[config.mk]
export PLATFORM = sky130hd
export DESIGN_NAME = outstanding_request_tracker_top
export DESIGN_NICKNAME = d
export VERILOG_FILES = /design/src/rtl/ort_pkg.sv /design/src/rtl/ort_ctrl.sv /design/src/rtl/ort_datapath.sv /design/src/rtl/outstanding_request_tracker_top.sv
export SDC_FILE = /design/constraint.sdc
export NUM_CORES = 2
export LEC_CHECK = 0
export BUFFER_PORTS_ARGS = -buffer_cell sky130_fd_sc_hd__clkbuf_2
export CORE_MARGIN = 1.5
export CORE_UTILIZATION = 60
export CTS_BUF_LIST = sky130_fd_sc_hd__clkbuf_8 sky130_fd_sc_hd__clkbuf_16
export CTS_CLUSTER_DIAMETER = 120
export DETAILED_ROUTE_END_ITERATION = 8
export HOLD_SLACK_MARGIN = 0.03
export MAX_ROUTING_LAYER = met4
export PLACE_DENSITY = 0.77
export SLEW_MARGIN = 10
export SYNTH_ARGS = -nofsm -noshare
export SYNTH_HDL_FRONTEND = slang
export SYNTH_SLANG_ARGS = --single-unit
[constraint.sdc]
create_clock -name clock -period 15.9 [get_ports clock]
set_input_delay 3.18 -clock clock [delete_from_list [all_inputs] [get_ports clock]]
set_output_delay 3.18 -clock clock [all_outputs]
set_load 0.05 [all_outputs]
[src/rtl/ort_pkg.sv]
// Shared types, codes and sizes for the outstanding request tracker.
package ort_pkg;

   // Default table size
   localparam int TABLE_ENTRIES_DEF = 16;

   // Field widths
   localparam int OPCODE_W = 2;
   localparam int ID_W     = 32;
   localparam int FIELD_W  = 16;
   localparam int STATUS_W = 3;
   localparam int FREED_W  = 5;
   localparam int AGE_W    = 16;
   localparam int TIME_W   = 32;
   localparam int CSR_W    = 32;
   localparam int ADDR_W   = 3;

   // Largest freed count that fits the result field
   localparam int FREED_MAX = 31;

   // Opcodes
   localparam logic [OPCODE_W-1:0] OP_ISSUE  = 2'd0;
   localparam logic [OPCODE_W-1:0] OP_RETIRE = 2'd1;
   localparam logic [OPCODE_W-1:0] OP_TICK   = 2'd2;
   localparam logic [OPCODE_W-1:0] OP_CLEAN  = 2'd3;

   // Result status codes
   localparam logic [STATUS_W-1:0] STAT_ISSUED  = 3'd0;
   localparam logic [STATUS_W-1:0] STAT_FULL    = 3'd1;
   localparam logic [STATUS_W-1:0] STAT_RETIRED = 3'd2;
   localparam logic [STATUS_W-1:0] STAT_MISS    = 3'd3;
   localparam logic [STATUS_W-1:0] STAT_DONE    = 3'd4;

   // Register index of max_age
   localparam logic CSR_MAX_AGE_IDX = 1'b0;
   localparam logic [AGE_W-1:0] MAX_AGE_RESET = 16'd60;

   // Controller states
   typedef enum logic {
      ST_IDLE,
      ST_EXEC
   } ort_state_type;

   // Commands from controller to datapath
   typedef struct packed {
      logic capture;
      logic execute;
   } ort_cmd_type;

endpackage

[src/rtl/ort_ctrl.sv]
// Controller state machine: accepts a word and sequences its execute cycle.
module ort_ctrl
   import ort_pkg::*;
(
   input  logic        clock,
   input  logic        reset,
   input  logic        start,
   output logic        busy,
   output ort_cmd_type cmd
);

   ort_state_type state_ff;
   ort_state_type state_in;

   // Hold state
   always_ff @(posedge clock) begin
      if (reset) begin
         state_ff <= ST_IDLE;
      end else begin
         state_ff <= state_in;
      end
   end

   // Advance: idle to execute on an accepted word, then back to idle
   always_comb begin
      state_in = state_ff;
      case (state_ff)
         ST_IDLE: begin
            if (start) begin
               state_in = ST_EXEC;
            end
         end
         ST_EXEC: begin
            state_in = ST_IDLE;
         end
         default: begin
            state_in = ST_IDLE;
         end
      endcase
   end

   // Drive commands
   always_comb begin
      busy        = 1'b0;
      cmd.capture = 1'b0;
      cmd.execute = 1'b0;
      case (state_ff)
         ST_IDLE: begin
            cmd.capture = start;
         end
         ST_EXEC: begin
            busy        = 1'b1;
            cmd.execute = 1'b1;
         end
         default: begin
            busy = 1'b0;
         end
      endcase
   end

endmodule

[src/rtl/ort_datapath.sv]
// Datapath: request table, id and seconds counters, parallel search, result register.
module ort_datapath
   import ort_pkg::*;
#(
   parameter int TABLE_ENTRIES = TABLE_ENTRIES_DEF
) (
   input  logic                clock,
   input  logic                reset,
   input  ort_cmd_type         cmd,
   input  logic [OPCODE_W-1:0] req_opcode,
   input  logic [FIELD_W-1:0]  req_family,
   input  logic [FIELD_W-1:0]  req_type,
   input  logic [FIELD_W-1:0]  req_flags,
   input  logic [ID_W-1:0]     req_retire_id,
   input  logic [AGE_W-1:0]    max_age,
   output logic                rsp_strobe,
   output logic [STATUS_W-1:0] rsp_status,
   output logic [ID_W-1:0]     rsp_out_id,
   output logic [FIELD_W-1:0]  rsp_out_family,
   output logic [FIELD_W-1:0]  rsp_out_type,
   output logic [FIELD_W-1:0]  rsp_out_flags,
   output logic [FREED_W-1:0]  rsp_freed_count
);

   localparam int SLOT_W = (TABLE_ENTRIES > 1) ? $clog2(TABLE_ENTRIES) : 1;
   localparam int CNT_W  = $clog2(TABLE_ENTRIES + 1);
   localparam int REC_W  = 3 * FIELD_W;

   // Captured word
   logic [OPCODE_W-1:0] op_ff;
   logic [FIELD_W-1:0]  family_ff;
   logic [FIELD_W-1:0]  type_ff;
   logic [FIELD_W-1:0]  flags_ff;
   logic [ID_W-1:0]     retire_id_ff;

   // Table
   logic [TABLE_ENTRIES-1:0] valid_ff;
   logic [TABLE_ENTRIES-1:0] valid_in;
   logic [ID_W-1:0]          slot_id_ff     [TABLE_ENTRIES];
   logic [REC_W-1:0]         slot_fields_ff [TABLE_ENTRIES];
   logic [TIME_W-1:0]        slot_time_ff   [TABLE_ENTRIES];

   // Counters
   logic [ID_W-1:0]   next_id_ff;
   logic [ID_W-1:0]   next_id_in;
   logic [TIME_W-1:0] seconds_ff;
   logic [TIME_W-1:0] seconds_in;

   // Result register
   logic                strobe_ff;
   logic [STATUS_W-1:0] status_ff;
   logic [STATUS_W-1:0] status_in;
   logic [ID_W-1:0]     id_ff;
   logic [ID_W-1:0]     id_in;
   logic [REC_W-1:0]    rec_ff;
   logic [REC_W-1:0]    rec_in;
   logic [FREED_W-1:0]  freed_ff;
   logic [FREED_W-1:0]  freed_in;

   // Search results
   logic [TABLE_ENTRIES-1:0] free_vec;
   logic [TABLE_ENTRIES-1:0] hit_vec;
   logic [TABLE_ENTRIES-1:0] aged_vec;
   logic                     free_found;
   logic [SLOT_W-1:0]        free_idx;
   logic                     hit_found;
   logic [SLOT_W-1:0]        hit_idx;
   logic [CNT_W-1:0]         aged_cnt;
   logic [31:0]              aged_cnt32;
   logic                     write_slot;

   // Capture the accepted word
   always_ff @(posedge clock) begin
      if (cmd.capture) begin
         op_ff        <= req_opcode;
         family_ff    <= req_family;
         type_ff      <= req_type;
         flags_ff     <= req_flags;
         retire_id_ff <= req_retire_id;
      end
   end

   // Compare every entry in parallel
   always_comb begin
      for (int i = 0; i < TABLE_ENTRIES; i++) begin
         free_vec[i] = ~valid_ff[i];
         hit_vec[i]  = valid_ff[i] && (slot_id_ff[i] == retire_id_ff);
         aged_vec[i] = valid_ff[i] &&
                       ((seconds_ff - slot_time_ff[i]) > {{(TIME_W-AGE_W){1'b0}}, max_age});
      end
   end

   // Pick the lowest free and lowest matching slot, count aged entries
   always_comb begin
      free_found = 1'b0;
      free_idx   = '0;
      hit_found  = 1'b0;
      hit_idx    = '0;
      aged_cnt   = '0;
      for (int i = TABLE_ENTRIES - 1; i >= 0; i--) begin
         if (free_vec[i]) begin
            free_found = 1'b1;
            free_idx   = SLOT_W'(i);
         end
         if (hit_vec[i]) begin
            hit_found = 1'b1;
            hit_idx   = SLOT_W'(i);
         end
      end
      for (int i = 0; i < TABLE_ENTRIES; i++) begin
         aged_cnt = aged_cnt + CNT_W'(aged_vec[i]);
      end
   end

   assign aged_cnt32 = 32'(aged_cnt);

   // Work out the table update and the result
   always_comb begin
      valid_in   = valid_ff;
      next_id_in = next_id_ff;
      seconds_in = seconds_ff;
      status_in  = STAT_DONE;
      id_in      = '0;
      rec_in     = '0;
      freed_in   = '0;
      write_slot = 1'b0;
      case (op_ff)
         OP_ISSUE: begin
            next_id_in = next_id_ff + 1'b1;
            if (free_found) begin
               write_slot          = 1'b1;
               valid_in[free_idx]  = 1'b1;
               status_in           = STAT_ISSUED;
               id_in               = next_id_ff;
            end else begin
               status_in = STAT_FULL;
            end
         end
         OP_RETIRE: begin
            if (hit_found) begin
               valid_in[hit_idx] = 1'b0;
               status_in         = STAT_RETIRED;
               id_in             = retire_id_ff;
               rec_in            = slot_fields_ff[hit_idx];
            end else begin
               status_in = STAT_MISS;
            end
         end
         OP_TICK: begin
            seconds_in = seconds_ff + 1'b1;
         end
         OP_CLEAN: begin
            valid_in = valid_ff & ~aged_vec;
            freed_in = (aged_cnt32 > 32'(FREED_MAX)) ? FREED_W'(FREED_MAX)
                                                     : aged_cnt32[FREED_W-1:0];
         end
         default: begin
            status_in = STAT_DONE;
         end
      endcase
   end

   // Update control state
   always_ff @(posedge clock) begin
      if (reset) begin
         valid_ff   <= '0;
         next_id_ff <= ID_W'(1);
         seconds_ff <= '0;
         strobe_ff  <= 1'b0;
      end else begin
         strobe_ff <= cmd.execute;
         if (cmd.execute) begin
            valid_ff   <= valid_in;
            next_id_ff <= next_id_in;
            seconds_ff <= seconds_in;
         end
      end
   end

   // Write the issued entry
   always_ff @(posedge clock) begin
      if (cmd.execute && write_slot) begin
         slot_id_ff[free_idx]     <= next_id_ff;
         slot_fields_ff[free_idx] <= {family_ff, type_ff, flags_ff};
         slot_time_ff[free_idx]   <= seconds_ff;
      end
   end

   // Load the result word
   always_ff @(posedge clock) begin
      if (cmd.execute) begin
         status_ff <= status_in;
         id_ff     <= id_in;
         rec_ff    <= rec_in;
         freed_ff  <= freed_in;
      end
   end

   assign rsp_strobe      = strobe_ff;
   assign rsp_status      = status_ff;
   assign rsp_out_id      = id_ff;
   assign rsp_out_family  = rec_ff[3*FIELD_W-1:2*FIELD_W];
   assign rsp_out_type    = rec_ff[2*FIELD_W-1:FIELD_W];
   assign rsp_out_flags   = rec_ff[FIELD_W-1:0];
   assign rsp_freed_count = freed_ff;

endmodule

[src/rtl/outstanding_request_tracker_top.sv]
// Top level: command port, control register port, controller and datapath.
//
// Each word is accepted at the edge where start is high and busy is low, the whole table
// is searched by parallel compare in the execute cycle that follows (busy high), and the
// result is shown for one cycle with rsp_strobe in the next cycle, during which a new word
// may already be accepted. No new word is accepted during the execute cycle, one pass of
// the parallel slot compare. The receiver cannot stall: a result not taken in its strobe
// cycle is lost. The table needs no clearing after reset. max_age may be written at any
// time the block is idle and takes effect on the next clean.
module outstanding_request_tracker_top
   import ort_pkg::*;
#(
   parameter int TABLE_ENTRIES = TABLE_ENTRIES_DEF
) (
   input  logic                clock,
   input  logic                reset,
   input  logic                start,
   output logic                busy,
   input  logic [OPCODE_W-1:0] req_opcode,
   input  logic [FIELD_W-1:0]  req_family,
   input  logic [FIELD_W-1:0]  req_type,
   input  logic [FIELD_W-1:0]  req_flags,
   input  logic [ID_W-1:0]     req_retire_id,
   output logic                rsp_strobe,
   output logic [STATUS_W-1:0] rsp_status,
   output logic [ID_W-1:0]     rsp_out_id,
   output logic [FIELD_W-1:0]  rsp_out_family,
   output logic [FIELD_W-1:0]  rsp_out_type,
   output logic [FIELD_W-1:0]  rsp_out_flags,
   output logic [FREED_W-1:0]  rsp_freed_count,
   input  logic                psel,
   input  logic                penable,
   input  logic                pwrite,
   input  logic [ADDR_W-1:0]   paddr,
   input  logic [CSR_W-1:0]    pwdata,
   output logic [CSR_W-1:0]    prdata,
   output logic                pready
);

   ort_cmd_type      cmd;
   logic [AGE_W-1:0] max_age_ff;
   logic             csr_hit;

   // Decode the register index
   assign csr_hit = (paddr[ADDR_W-1] == CSR_MAX_AGE_IDX);
   assign pready  = 1'b1;

   // Hold max_age
   always_ff @(posedge clock) begin
      if (reset) begin
         max_age_ff <= MAX_AGE_RESET;
      end else if (psel && penable && pwrite && pready && csr_hit) begin
         max_age_ff <= pwdata[AGE_W-1:0];
      end
   end

   // Read back
   assign prdata = csr_hit ? {{(CSR_W-AGE_W){1'b0}}, max_age_ff} : '0;

   ort_ctrl u_ctrl (
      .clock (clock),
      .reset (reset),
      .start (start),
      .busy  (busy),
      .cmd   (cmd)
   );

   ort_datapath #(
      .TABLE_ENTRIES (TABLE_ENTRIES)
   ) u_datapath (
      .clock           (clock),
      .reset           (reset),
      .cmd             (cmd),
      .req_opcode      (req_opcode),
      .req_family      (req_family),
      .req_type        (req_type),
      .req_flags       (req_flags),
      .req_retire_id   (req_retire_id),
      .max_age         (max_age_ff),
      .rsp_strobe      (rsp_strobe),
      .rsp_status      (rsp_status),
      .rsp_out_id      (rsp_out_id),
      .rsp_out_family  (rsp_out_family),
      .rsp_out_type    (rsp_out_type),
      .rsp_out_flags   (rsp_out_flags),
      .rsp_freed_count (rsp_freed_count)
   );

endmodule

# [After elaboration in Yosys (flattened, before gate mapping)]
# Memory sizes are Yosys's and may differ from the RTL's. A register that Yosys moved wholly into a read port is not among the register bits.
# Cells that the tools add are included.
[word_totals] wordCells=231 output_inout_bits=123 reg_bits=220 mem_count=3 ramBits=1792
[classes] reduce_logical=45 n_lt_le_gt_ge=21 bitwise_logic=7 n_eq_ne=21 n_addsub=33 muxes=87
[memory_table] name="u_datapath.slot_fields_ff" depth=16 width=48 read_ports=1 rd_clocked_by_memory_dff=1 wr=1 line="ort_datapath.sv:40" text="logic [REC_W-1:0] slot_fields_ff [TABLE_ENTRIES];"
[memory_table] name="u_datapath.slot_id_ff" depth=16 width=32 read_ports=16 rd_clocked_by_memory_dff=0 wr=1 line="ort_datapath.sv:39" text="logic [ID_W-1:0] slot_id_ff [TABLE_ENTRIES];"
[memory_table] name="u_datapath.slot_time_ff" depth=16 width=32 read_ports=16 rd_clocked_by_memory_dff=0 wr=1 line="ort_datapath.sv:41" text="logic [TIME_W-1:0] slot_time_ff [TABLE_ENTRIES];"
[ops] cell="32-bit == test" n=16
[ops] cell="32-bit by 16-bit > comparator with 1-bit output" n=16
[ops] cell="32-bit subtractor" n=16
[ops] cell="4-bit two-way mux" n=32
[ops] cell="5-bit by 1-bit adder with 5-bit output" n=14
[ops] cell="32-bit by 1-bit adder with 32-bit output, second input constant" n=2
[ops] cell="32-bit two-way mux" n=2
[ops] cell="32-bit one-hot mux with 2 select lines" n=1
[ops] cell="16-bit two-way mux" n=3
[ops] cell="16-bit one-hot mux with 3 select lines" n=1
[ops] cell="1-bit two-way mux" n=43
[ops] cell="1-bit logical AND" n=38
[ops] cell="16-bit bitwise AND" n=2
[ops] cell="16-bit inverter" n=2
[ops] cell="16-bit OR" n=1
[ops] cell="4-bit by 5-bit < comparator with 1-bit output, second input constant" n=2
[ops] cell="1-bit demux with 4-bit select" n=2
[ops] cell="4-bit by 1-bit greater-or-equal comparator with 1-bit output, second input constant" n=2
[ops] cell="3-bit one-hot mux with 2 select lines" n=1
[ops] cell="2-bit AND reduction" n=3
[ops] cell="5-bit > comparator, second input constant" n=1
[ops] cell="5-bit two-way mux" n=1
[ops] cell="2-bit == test, second input constant" n=2
[ops] cell="2-bit by 1-bit != test with 1-bit output, second input constant" n=2
[ops] cell="other kinds (8)" n=9

# [Logic depth before layout (Yosys ltp)]
# An unclocked memory read counts as a cell.
[depth] word_depth=27 mapped_depth=40 depth_no_buf=40

# [Cells and area by module]
# From an unflattened synthesis, not the netlist that was laid out.
[unflattened] hier_cells=9351 area_unflattened_um2=111181.6
[modules_own_cells] mod="ort_datapath" n_inst=1 area_each_um2=110160.7 seq_area_each_um2=60538.1 cells_per_inst=9240
[modules_own_cells] mod="outstanding_request_tracker_top" n_inst=1 area_each_um2=967.2 seq_area_each_um2=320.3 cells_per_inst=106
[modules_own_cells] mod="ort_ctrl" n_inst=1 area_each_um2=53.8 seq_area_each_um2=20.0 cells_per_inst=5

# [Worst setup path before layout]
# No wires, ideal clock.
[synth_path] path_kind="register to register" startpoint="reg u_ctrl.state_ff" endpoint="mem u_datapath.slot_fields_ff[3][0] (netlist bit) (enable)" arrival_ns=10.950 path_stages_with_launch=4 path_buffers=0 synth_period_minus_slack_ns=11.673 path_slack_ns=4.227 t_required_ns=15.178 cell_sequence="dfxtp_1 nor2b_1 nand2_1 nor3_1"
[synth_between] elab_chain_cells=4
[synth_rtl] item="from (decl)" line="ort_ctrl.sv:12" text="ort_state_type state_ff;"
[synth_rtl] item="from (signal assigned)" line="ort_ctrl.sv:20" text="state_ff <= state_in;"
[synth_rtl] item="1-bit two-way mux" line="ort_ctrl.sv:47" text="case (state_ff)"
[synth_rtl] item="1-bit logical AND" line="ort_datapath.sv:182" text="if (cmd.execute && write_slot) begin"
[synth_rtl] item="1-bit two-way mux" line="ort_datapath.sv:182"
[synth_rtl] item="1-bit two-way mux (not written as such)" line="ort_datapath.sv:184" text="slot_fields_ff[free_idx] <= {family_ff, type_ff, flags_ff};"
[synth_rtl] item="to (decl)" line="ort_datapath.sv:40"
# Every way passes these cells.

# [Worst setup path after layout]
[layout_path] startpoint="reg u_datapath.seconds_ff[0]" endpoint="reg u_datapath.freed_ff[2], in the netlist u_datapath.rsp_freed_count[2] (data pin)"
[layout_between] elab_chain_cells=20 elab_cells_between_ends=65 classes_between="31 x add/sub; 17 x order compare; 1 x mux; 16 x reduce/logical"
[layout_rtl] item="from (decl)" line="ort_datapath.sv:46" text="logic [TIME_W-1:0] seconds_ff;"
[layout_rtl] item="from (signal assigned)" line="ort_datapath.sv:175" text="seconds_ff <= seconds_in;"
[layout_rtl] item="32-bit subtractor" line="ort_datapath.sv:89" text="((seconds_ff - slot_time_ff[i]) > {{(TIME_W-AGE_W){1'b0}}, max_age});"
[layout_rtl] item="32-bit by 16-bit > comparator with 1-bit output" line="ort_datapath.sv:89"
[layout_rtl] item="1-bit logical AND" line="ort_datapath.sv:88" text="aged_vec[i] = valid_ff[i] &&"
[layout_rtl] item="1-bit by 1-bit adder with 2-bit output" line="ort_datapath.sv:111" text="aged_cnt = aged_cnt + CNT_W'(aged_vec[i]);"
[layout_rtl] item="5-bit by 1-bit adder with 5-bit output (13 in a row)" line="ort_datapath.sv:111"
[layout_rtl] item="5-bit by 1-bit adder with 5-bit output (*)" line="ort_datapath.sv:111"
[layout_rtl] item="5-bit > comparator" line="ort_datapath.sv:154" text="freed_in = (aged_cnt32 > 32'(FREED_MAX)) ? FREED_W'(FREED_MAX)"
[layout_rtl] item="5-bit two-way mux (*)" line="ort_datapath.sv:154"
[layout_rtl] item="to (signal assigned)" line="ort_datapath.sv:195" text="freed_ff <= freed_in;"
[layout_rtl] item="to (decl)" line="ort_datapath.sv:57" text="logic [FREED_W-1:0] freed_ff;"
# Every way passes the cells marked *; elsewhere a longest branch is shown, timed or not.
# A chain may end at the register's enable or synchronous reset.

==> reports/summary.txt <==
Max-cap violation count: 0
DP Wirelength: 186000 um
Cell taking the most area after synthesis: edfxtp_1
Nets: 10400
CP Class: reg2reg
Worst setup path startpoint: u_datapath.seconds_ff[0]$_SDFFE_PP0P_
Max Buffers Root-to-Sink: 3
Period Utilization, post-route: 0.682
IO Port Bufs: 210
Slowest-stage cell, CP: nor4_2
Number of distinct library cells after synthesis: 99
# setup viols final: 0
Die width: 430 um
Post-route ant nets: 0
Global Route Usage Sum: 0.340
Clk sinks: 2060
Asr flop ratio synth: 0
Grt total ovfl: 0
Skew-Pair Late Insertion Delay: 900 ps
Status: finished clean
Tmin final: 10850 ps
Met2 WL post-DR: 144000 um
Via density: 6.43
Initial antenna violation count: 6
Critical path startpoint category: register
Crit path top cell by count: fa_1
Max Clock Freq: 0.0922 GHz
Postcts setup bufs: 0
Post-synth top area share: 0.539
Max_slew headroom: 0.0933
Final max-slew violation count: 0
Syn Inst Count: 9115
Synthesis-to-finish area growth: 10.4%
Kind of end point of the critical path: register
Critical R2R Launch: u_datapath.seconds_ff[0]$_SDFFE_PP0P_
Row cnt: 156
EDFF count, synth: 1962
Syn. warnings: 0
TritonCTS clock tree: done
H-tree Lvls: 4
Io pins: 246
Top FF cell, synth: edfxtp_1
Least-Margin Pin Slew: 1360 ps
Worst hold slack: 456 ps
Hold Path Depth: 2
Worst-path maximum fanout: 16
VDD IR max: 0.000109 V
Top Metal Used: met4
Worst reg2reg endpoint: u_datapath.rsp_freed_count[2]$_SDFFCE_PN0P_
Metal-1 WL: 119000 um
Clock skew after layout: 92.6 ps
1st-iter DRT viols: 8434
PD cells: 93.0 nW/um2
First-pass GRT wire length: 457000 um
Vias in the first global route: 75100
Most frequent cells after synthesis: 1962 x edfxtp_1, 771 x inv_1, 759 x ha_1, 636 x nand2_1, 506 x a21oi_1
Clock Root Buffer: clkbuf_16
Die area: 185000 um2
Depth of the most critical reg-to-reg path: 38
DR WL met3: 30200 um
Req. time, crit path: 16490 ps
Hold path startpoint: max_age_ff[6]$_SDFFE_PP0P_
Final GP Congestion: 0.937
Fin Setup TNS: 0 ps
CTS Buf Count: 207
Chip height: 430 um
Share of layout cells above drive strength 1: 0.0893
Detailed Routing Iterations Pass 1: 6
Min-delay worst type: reg2reg
Largest net degree at the start of global routing: 81
CTS Hold Bufs: 0
Crit-path max cell delay: 780 ps
Drt wl/cell: 25.8 um
# DRC: 0
R2R Setup Slk: 5050 ps
Critical path data arrival time: 11440 ps
Routed WL: 310000 um
Hold EP: max_age_ff[6]$_SDFFE_PP0P_
Resized Gates After CTS: 0
Cell Area, Synth: 109000 um2
Via count: 77400
Placeable Area: 181000 um2
Flops & latches, synth: 2060
Clk slew on worst S/H paths: 60 ps
Starting Density: 0.604
Register area share after synthesis: 0.557
Avg Cell Area, Syn: 12.0 um2
RSZ-0062 raised after global routing: no
Pleak: 48.9 nW
Fin. Hold Viols: 0
Count leader, synth: edfxtp_1
Top cells by area, synth: edfxtp_1 54%, ha_1 8.7%, xor2_1 3.5%, xnor2_1 3.4%, inv_1 2.6%
[cell type report]
class,count,area (um2)
tap,2370,2970
clock buffer,218,5350
antenna,6,15.0
clock inverter,170,1600
timing repair buffer,402,2490
multi-input combinational,6043,44500
inverter,773,2900
sequential,2060,60900
fill,13000,60200
[worst max-delay path: cells and delay by family, from the launching register on]
kind                       cells  cell delay, ps
adders and majority gates     10            4230
and+or+nand+nor               12            2370
buffers and inverters          4             960
DFF                            1             420
xor gates and xnor gates       1             230
AOI/OAI and AO/OA             11            2350
[flip-flops by register name (all words and copies together) (netlist names)]
| name | cells |
|---|---|
| max_age_ff | 16 |
| u_ctrl.state_ff | 1 |
| u_datapath.family_ff | 16 |
| u_datapath.flags_ff | 16 |
| u_datapath.next_id_ff | 32 |
| u_datapath.op_ff | 2 |
| u_datapath.rec_ff | 48 |
| u_datapath.retire_id_ff | 32 |
| u_datapath.rsp_freed_count | 5 |
| u_datapath.rsp_out_id | 32 |
| u_datapath.rsp_status | 3 |
| u_datapath.rsp_strobe | 1 |
| u_datapath.seconds_ff | 32 |
| u_datapath.slot_fields_ff | 768 |
| u_datapath.slot_id_ff | 512 |
| u_datapath.slot_time_ff | 512 |
| u_datapath.type_ff | 16 |
| u_datapath.valid_ff | 16 |
[routing by layer]
layer	vias to the layer above	global-route usage
met5	-	-
met1	37600	0.428
met2	4189	0.534
met4	0	0.174
met3	943	0.0559
li1	34700	-
[layout by cell type, fill, tap and decap left out, types with 114 or more instances in the layout]
master     instances
mux2i_1          226
nor3_1           115
xor2_1           441
inv_1            808
ha_1             759
clkbuf_2         209
nor2_1           472
edfxtp_1        1962
buf_4            193
o21a_1           116
a21oi_1          506
o21ai_0          325
a21o_1           208
nand2_1          632
clkbuf_16        209
xnor2_1          419
nand4_1          167
nand3_1          177
nor4_1           114
[worst max path at each step]
stage	end	cells past startpoint
after floorplan	u_datapath.slot_fields_ff[3][0]$_DFFE_PP_	3
after global placement	u_datapath.rsp_freed_count[2]$_SDFFCE_PN0P_	38
after detailed placement	u_datapath.rsp_freed_count[2]$_SDFFCE_PN0P_	38
after CTS	u_datapath.rsp_freed_count[2]$_SDFFCE_PN0P_	38
after global routing	u_datapath.rsp_freed_count[2]$_SDFFCE_PN0P_	38
final	u_datapath.rsp_freed_count[2]$_SDFFCE_PN0P_	38
[power breakdown]
group	switching [mW]	internal, mW	total [mW]	leakage (nW)
sequential	0.0380	5.92	5.96	18.8
clock	2.17	2.79	4.96	3.53
combinational	0.216	0.0884	0.304	26.6
[metrics by stage]
stage	setup WS (ps)	power, mW	utilization	instances	cell area, um2
finish	5050	11.2	0.667	12000	121000
global route	4350	11.5	0.667	12000	121000
CTS	5040	11.2	0.667	12000	121000
detailed placement	5020	6.37	0.629	11600	114000
global placement	5130	6.36	0.629	11600	114000
floorplan	4230	6.26	-	9130	109000
[logic make-up after synthesis]
family / synth area share
buf+inv: 0.0387
flops: 0.557
other cells: 0.0000687
xor+xnor: 0.0689
fa+ha+maj: 0.0916
mux: 0.0217
compound gates: 0.129
simple gates: 0.0928
Note: power is estimated with default switching activity, not from simulation.
